[src/design/gbce_pkg.sv]
// Shared types, constants and round functions of the GOST block cipher engine.
package gbce_pkg;

	localparam int NUM_ROUNDS = 32;
	localparam int ROUND_W    = 5;
	localparam int KEY_WORDS  = 8;
	localparam int KEY_IDX_W  = 3;
	localparam int CFG_IDX_W  = 4;
	localparam int WORD_W     = 32;
	localparam int ROT_AMT    = 11;

	// Rounds at which the key order turns from ascending to descending
	localparam logic [ROUND_W-1:0] ENC_TURN = ROUND_W'(24);
	localparam logic [ROUND_W-1:0] DEC_TURN = ROUND_W'(8);

	typedef logic [KEY_WORDS-1:0][WORD_W-1:0] key_t;

	typedef struct packed {
		logic              decrypt;
		logic [WORD_W-1:0] left;
		logic [WORD_W-1:0] right;
	} blk_t;

	// Row n substitutes nibble n
	localparam logic [7:0][15:0][3:0] SBOX = '{
		'{4'h1, 4'hf, 4'hd, 4'h0, 4'h5, 4'h7, 4'ha, 4'h4,
		  4'h9, 4'h2, 4'h3, 4'he, 4'h6, 4'hb, 4'h8, 4'hc},
		'{4'hd, 4'hb, 4'h4, 4'h1, 4'h3, 4'hf, 4'h5, 4'h9,
		  4'h0, 4'ha, 4'he, 4'h7, 4'h6, 4'h8, 4'h2, 4'hc},
		'{4'h4, 4'hb, 4'ha, 4'h0, 4'h7, 4'h2, 4'h1, 4'hd,
		  4'h3, 4'h6, 4'h8, 4'h5, 4'h9, 4'hc, 4'hf, 4'he},
		'{4'h6, 4'hc, 4'h7, 4'h1, 4'h5, 4'hf, 4'hd, 4'h8,
		  4'h4, 4'ha, 4'h9, 4'he, 4'h0, 4'h3, 4'hb, 4'h2},
		'{4'h7, 4'hd, 4'ha, 4'h1, 4'h0, 4'h8, 4'h9, 4'hf,
		  4'he, 4'h4, 4'h6, 4'hc, 4'hb, 4'h2, 4'h5, 4'h3},
		'{4'h5, 4'h8, 4'h1, 4'hd, 4'ha, 4'h3, 4'h4, 4'h2,
		  4'he, 4'hf, 4'hc, 4'h7, 4'h6, 4'h0, 4'h9, 4'hb},
		'{4'he, 4'hb, 4'h4, 4'hc, 4'h6, 4'hd, 4'hf, 4'ha,
		  4'h2, 4'h3, 4'h8, 4'h1, 4'h0, 4'h7, 4'h5, 4'h9},
		'{4'h4, 4'ha, 4'h9, 4'h2, 4'hd, 4'h8, 4'h0, 4'he,
		  4'h6, 4'hb, 4'h1, 4'hc, 4'h7, 4'hf, 4'h5, 4'h3}
	};

	// Substitute every nibble, then rotate left
	function automatic logic [WORD_W-1:0] round_f(input logic [WORD_W-1:0] v);
		logic [WORD_W-1:0] s;
		s = '0;
		for (int n = 0; n < 8; n++) begin
			s[4*n +: 4] = SBOX[n][15 - int'(v[4*n +: 4])];
		end
		return {s[WORD_W-ROT_AMT-1:0], s[WORD_W-1:WORD_W-ROT_AMT]};
	endfunction

	// Key word used by a round: ascending passes, then one descending pass or three
	function automatic logic [KEY_IDX_W-1:0] key_index(input logic decrypt,
			input logic [ROUND_W-1:0] rnd);
		logic [KEY_IDX_W-1:0] low;
		logic                 fwd;
		low = rnd[KEY_IDX_W-1:0];
		fwd = decrypt ? (rnd < DEC_TURN) : (rnd < ENC_TURN);
		return fwd ? low : ~low;
	endfunction

endpackage

[src/design/gbce_round_cell.sv]
// One Feistel round of the cipher with its stage register and valid bit.
module gbce_round_cell (
	input  logic                         clk,
	input  logic                         arst_n,
	input  logic [gbce_pkg::ROUND_W-1:0] round_idx,
	input  gbce_pkg::key_t               key,
	input  logic                         up_valid,
	output logic                         up_ready,
	input  gbce_pkg::blk_t               up_blk,
	output logic                         dn_valid,
	input  logic                         dn_ready,
	output gbce_pkg::blk_t               dn_blk
);
	import gbce_pkg::*;

	logic              valid_q;
	blk_t              blk_q;
	logic [WORD_W-1:0] sum;
	logic              load;

	assign up_ready = !valid_q || dn_ready;
	assign load     = up_valid && up_ready;
	assign sum      = up_blk.left + key[key_index(up_blk.decrypt, round_idx)];

	always_ff @(posedge clk or negedge arst_n) begin
		if (!arst_n) begin
			valid_q <= 1'b0;
		end else if (up_ready) begin
			valid_q <= up_valid;
		end
	end

	// Swap halves while loading
	always_ff @(posedge clk) begin
		if (load) begin
			blk_q.decrypt <= up_blk.decrypt;
			blk_q.left    <= up_blk.right ^ round_f(sum);
			blk_q.right   <= up_blk.left;
		end
	end

	assign dn_valid = valid_q;
	assign dn_blk   = blk_q;

endmodule

[config.mk]
export PLATFORM = sky130hd
export DESIGN_NAME = gbce_round_cell
export DESIGN_NICKNAME = d
export VERILOG_FILES = /design/src/design/gbce_pkg.sv /design/src/design/gbce_round_cell.sv
export SDC_FILE = /design/constraint.sdc
export NUM_CORES = 1
export LEC_CHECK = 0
export BUFFER_PORTS_ARGS = -buffer_cell sky130_fd_sc_hd__buf_2
export CAP_MARGIN = 20
export CORE_AREA = 2 2 156 158
export CTS_BUF_LIST = sky130_fd_sc_hd__clkbuf_8
export CTS_CLUSTER_SIZE = 16
export DETAILED_ROUTE_END_ITERATION = 8
export DIE_AREA = 0 0 158 160
export SKIP_CTS_REPAIR_TIMING = 1
export SYNTH_ARGS = -nofsm -noshare
export SYNTH_HDL_FRONTEND = slang
export SYNTH_SLANG_ARGS = --single-unit
[constraint.sdc]
create_clock -name clk -period 5.1 [get_ports clk]
set_clock_uncertainty 0.1 [all_clocks]
set_input_delay 0.255 -clock clk [delete_from_list [all_inputs] [get_ports clk]]
set_output_delay 0.255 -clock clk [all_outputs]
set_load 0.02 [all_outputs]
# ---- Word level (Yosys, flattened, before mapping)
# Memory sizes are Yosys's and may differ from the RTL's.
# Cells that the tools add are included.
# W data, S select, Z words.
dict set report op_classes {
  addsub 9
  order_cmp 11
  mux 20
  bitwise 2
  reduce_logical 3
}
# cell count
set op_table {}
lappend op_table {{$bmux W32 S3} 1}
lappend op_table {{$mux W4} 16}
lappend op_table {{$lt A5 B6 Y1 const B} 8}
lappend op_table {{$sub A4 B4 Y5 const A} 8}
lappend op_table {{$add A32 B32 Y32} 1}
lappend op_table {{$mux W32} 1}
lappend op_table {{$xor A32 B32 Y32} 1}
lappend op_table {{$lt A5 B4 Y1 const B} 1}
lappend op_table {{$lt A5 B5 Y1 const B} 1}
lappend op_table {{$lt A3 B4 Y1 const B} 1}
lappend op_table {{$mux W3} 1}
lappend op_table {{$not A3 Y3} 1}
lappend op_table {{$logic_and A1 B1 Y1} 1}
lappend op_table {{$logic_not A1 Y1} 1}
lappend op_table {{$logic_or A1 B1 Y1} 1}
lappend op_table {{$mux W1} 1}
dict set report word_totals {
  register_bits 66
  romBits 512
  input_bits 330
  word_cells 57
  mem_count 8
}
# memory depth width read_ports rd_ports_with_merged_regs write_ports line_no
set mem_list {}
lappend mem_list {{(name not given)} 16 4 1 0 0 gbce_pkg.sv:49} ;# s[4*n +: 4] = SBOX[n][15 - int'(v[4*n +: 4])];
lappend mem_list {{(name not given)} 16 4 1 0 0 gbce_pkg.sv:49}
lappend mem_list {{(name not given)} 16 4 1 0 0 gbce_pkg.sv:49}
lappend mem_list {{(name not given)} 16 4 1 0 0 gbce_pkg.sv:49}
lappend mem_list {{(name not given)} 16 4 1 0 0 gbce_pkg.sv:49}
lappend mem_list {{(name not given)} 16 4 1 0 0 gbce_pkg.sv:49}
lappend mem_list {{2 more memories} n/a n/a n/a n/a n/a n/a}

# ---- Depth between registers and ports, before layout
dict set report depth {
  depth_word 11
  mapped_depth 21
  mapped_depth_nobuf 20
}

# ---- Worst setup path before layout
# OpenSTA, ideal clock, no wires.
dict set report synth_timing {
  kind {in2reg}
  startpoint {in up_blk[64] (netlist bit)}
  endpoint {reg blk_q, in the netlist dn_blk[42] (data pin)}
  t_arrival_ps 5217
  t_required_ps 4742
  slack_ps -475
  cell_stages 16
  path_buffers 1
  path_cell_list {maj3_1 > xnor2_1 > buf_2 > mux4_2 > mux2_2 > ha_1 > a21oi_2 > a21oi_1 > a211o_1 > o31ai_4 > o41ai_4 > o32a_4 > xor2_4 > ha_1 > mux4_2 > xnor2_1}
}
dict set report synth_between {
  elab_chain_len 10
}
# item line_no
set synth_lines {}
lappend synth_lines {{from (decl)} gbce_round_cell.sv:9} ;# input gbce_pkg::blk_t up_blk,
lappend synth_lines {{$mux W1} gbce_pkg.sv:60} ;# fwd = decrypt ? (rnd < DEC_TURN) : (rnd < ENC_TURN);
lappend synth_lines {{$mux W3} gbce_pkg.sv:61} ;# return fwd ? low : ~low;
lappend synth_lines {{$bmux W32 S3} gbce_round_cell.sv:23} ;# assign sum = up_blk.left + key[key_index(up_blk.decrypt, round_idx)];
lappend synth_lines {{$mux W32 (implied by the code)} gbce_round_cell.sv:23}
lappend synth_lines {{$add A32 B32 Y32} gbce_round_cell.sv:23}
lappend synth_lines {{$sub A4 B4 Y5} gbce_pkg.sv:49}
lappend synth_lines {{$mem_v2 Z16 W4} n/a}
lappend synth_lines {{$mux W4 (implied by the code) (2 in a row)} gbce_pkg.sv:49}
lappend synth_lines {{$xor A32 B32 Y32} gbce_round_cell.sv:37} ;# blk_q.left <= up_blk.right ^ round_f(sum);
lappend synth_lines {{to (decl)} gbce_round_cell.sv:17} ;# blk_t blk_q;
# No other way between the ends. The select of a mux whose other input is x is not followed.
# A chain may end at the register's enable or synchronous reset.

# ---- Worst setup path in the final report
# Ends and elaborated chain as after synthesis.

==> flow_summary.ini <==
[placed_design]
placedCellCount = 1426
dp_hpwl_um = 22000
portBuffers = 396
routabilityCongestion = 0.859

[critical_path]
r2r_start = dn_valid$_DFFE_PN0N_
cp-end-kind = register
r2r_setup_slack_ns = 3.33
startpoint_type = input pin
critPathArrivalTime_ns = 4.98
cp_max_fo = 14
criticalPathCategory = input pin to register
r2r_end = dn_blk[27]$_DFFE_PP_
reg2reg_depth = 2
cp.required_ns = 5.13

[final_layout]
instances_no_fill = 1471
fin_nets = 1545
area_growth_pct = 55.4
layout-drive-gt1-share_pct = 61.6
fill_cells = 2289

[sta]
setup_viol = 0
max_freq_ghz = 0.202
rsz0062_at_grt = false
slew_viol_final = 0
hold_viol = 0
whs_ns = 0.00847
worst_pin_slew_ns = 0.917
slew_headroom_pct = 38.8
finalCritPeriodShare_pct = 96.9
fin_crit_ns = 4.94

[logic_synthesis]
avgSynthCellArea_um2 = 12.6
synth_nets = 991
synth-edff-count = 65
synth-seq-cells = 66
async_flop_share_pct = 1.52
synth_top_area_share_pct = 26.4
synthDistinctLibCells = 67
yosysSeqAreaShare_pct = 26.8
yosys-top-cells-area = edfxtp_1, mux4_2, ha_1
netlist.top_cell.by_area = edfxtp_1
synth_area_um2 = 7380
syn_inst = 585
synth-warning-count = 0
synth_ff_type = edfxtp_1

[run]
drv_cap = 0

[die]
core_um2 = 23800
rows = 57
boundaryPins = 397
die_area_um2 = 25300
initial_utilization_pct = 31.0
die_height_um = 160
die_w_um = 158

[run_status]
run_status = completed

[global_routing]
track_usage_pct = 19.6
grt.overflow.total = 0
antenna_found_initial = 4
grt_first_pass_wirelength_um = 37700
grt_pass1_vias = 7075
grt_max_degree = 66

[detailed_routing]
num_vias = 7056
drc_errors = 0
drtAntennaViolNets = 0
first_pass_iters = 4
viasPerCell = 4.80
routedWlPerCell_um = 17.4
dr.first_iter.drc_count = 390
drt_wl_total_um = 25600

[clock_network]
clk_path_buf_depth = 2
htree_levels = 3
insertion_delay_ns = 0.37
numCtsBuffers = 9
clkSlewWorstSetupHoldPaths_ns = 0.08
cts_sinks = 66
cts-root-buf = clkbuf_8
tritoncts = done

[power_and_ir_drop]
p_int_mw = 3.02
power_frac_seq_pct = 17.4
p_leak_nw = 5.40
p_clk_share_pct = 9.0
comb_power_share_pct = 73.6
powerDensity_nw_per_um2 = 441
swShare_pct = 40.3
switching_power_mw = 2.04
peakVddDrop_uv = 198

[min_path]
holdPathStages = 1
min_to = dn_blk[24]$_DFFE_PP_
worstHoldStart = up_blk[56]
hold_class = input pin to register
-- metrics by stage --
stage | setup WS, ns | util, % | power [mW] | instance area, µm² | TNS (ns)
final | 0.157 | 48.2 | 5.06 | 11500 | 0
after global routing | 0.0156 | 48.2 | 5.49 | 11500 | 0
after CTS | 0.137 | 46.9 | 5.08 | 11200 | 0
after detailed placement | -0.263 | 46.1 | 4.61 | 11000 | -1.95
after global placement | -0.204 | 46.1 | 4.53 | 11000 | -1.14
after floorplan | -0.0496 | - | 3.29 | 7590 | -0.0917
-- how the worst max path moves through the flow --
stage / startpoint / endpoint / slack (ns) / cells after the start
after CTS: up_blk[64] / dn_blk[33]$_DFFE_PP_ / 0.14 / 18
after global placement: up_blk[64] / dn_blk[33]$_DFFE_PP_ / -0.20 / 18
final: up_blk[64] / dn_blk[42]$_DFFE_PP_ / 0.16 / 19
after global routing: up_blk[64] / dn_blk[42]$_DFFE_PP_ / 0.02 / 19
after detailed placement: up_blk[64] / dn_blk[33]$_DFFE_PP_ / -0.26 / 18
after floorplan: round_idx[4] / dn_blk[42]$_DFFE_PP_ / -0.05 / 17
-- cell families (layout without fill, tap and decap cells) --
family | after synthesis | after routing | synth area share [%]
multiplexers | 135 | 135 | 32.4
AND/OR/NAND/NOR | 84 | 84 | 5.81
XOR/XNOR | 68 | 68 | 8.73
flip-flops | 66 | 66 | 26.8
buffers and inverters | 50 | 609 | 2.66
other | 0 | 3 | 0
AO/OA/AOI/OAI | 105 | 105 | 10.5
adder cells (fa/ha/maj) | 77 | 77 | 13.1
-- state kept, by name, summed over array words and instances (netlist names) --
name and count:
dn_blk 65, dn_valid 1
-- critical path, stage by stage --
cell and delay, ns:
buf_2 0.11, maj3_2 0.35, xnor2_4 0.21, buf_4 0.16, buf_12 0.13, buf_12 0.17, mux4_2 0.55, mux2_2 0.30
ha_1 0.29, a21o_1 0.20, a21o_1 0.18, a21o_1 0.19, a221oi_1 0.43, a32o_1 0.31, xor2_2 0.16, buf_4 0.16
ha_4 0.20, mux4_2 0.48, xnor2_1 0.14
-- placed cells by master (no fill, tap or decap), types with 6 or more instances in the layout --
master / netlist / final
a21o_1: 15 / 15
a21oi_1: 30 / 27
a21oi_2: 3 / 6
buf_12: 0 / 7
buf_2: 6 / 396
buf_4: 0 / 133
clkbuf_8: 0 / 10
dlygate4sd3_1: 0 / 23
edfxtp_1: 65 / 65
ha_1: 75 / 69
ha_4: 0 / 6
inv_1: 32 / 35
mux2_2: 33 / 32
mux2i_1: 23 / 23
mux4_2: 77 / 77
nand2_1: 20 / 20
nand2b_1: 9 / 9
nand3_1: 7 / 7
nor2_1: 20 / 20
o21ai_0: 16 / 15
xnor2_1: 37 / 33
xor2_1: 26 / 25
-- synthesized netlist by cell type, types with 7 or more instances --
| cell type | instances |
|---|---|
| mux2i_1 | 23 |
| mux4_2 | 77 |
| nand3_1 | 7 |
| a21oi_1 | 30 |
| xnor2_1 | 37 |
| edfxtp_1 | 65 |
| nand2_1 | 20 |
| o21ai_0 | 16 |
| clkbuf_1 | 10 |
| xor2_1 | 26 |
| nor2_1 | 20 |
| mux2_2 | 33 |
| nand2b_1 | 9 |
| inv_1 | 32 |
| a21o_1 | 15 |
| ha_1 | 75 |
-- layer usage --
metal  GRT usage [%]  up-vias  wire length, µm
li1                -     3418                -
met1            25.6     3325            11000
met2            32.8      273            12400
met3            3.80       38             1510
met4            6.10        2              633
met5               0        -               13
-- power by group through the flow --
stage / clock network, mW / registers [mW] / logic (mW)
final: 0.455 / 0.880 / 3.73
after global routing: 0.486 / 0.897 / 4.10
after CTS: 0.466 / 0.882 / 3.74
after detailed placement: 0 / 0.893 / 3.72
after global placement: 0 / 0.891 / 3.64
after floorplan: 0 / 1.08 / 2.21
-- cell type report --
| class | instances | area (µm²) | share of cell area [%] |
|---|---|---|---|
| diodes | 3 | 7.51 | 0.0654 |
| clock buffers | 10 | 138 | 1.20 |
| clock inverters | 6 | 51.3 | 0.447 |
| inverters | 33 | 124 | 1.08 |
| multi-input cells | 469 | 5390 | 47.0 |
| flip-flops and latches | 66 | 1980 | 17.2 |
| well taps | 324 | 405 | 3.53 |
| repair buffers | 560 | 3380 | 29.4 |
No activity file was read; power rests on OpenSTA's default activity.
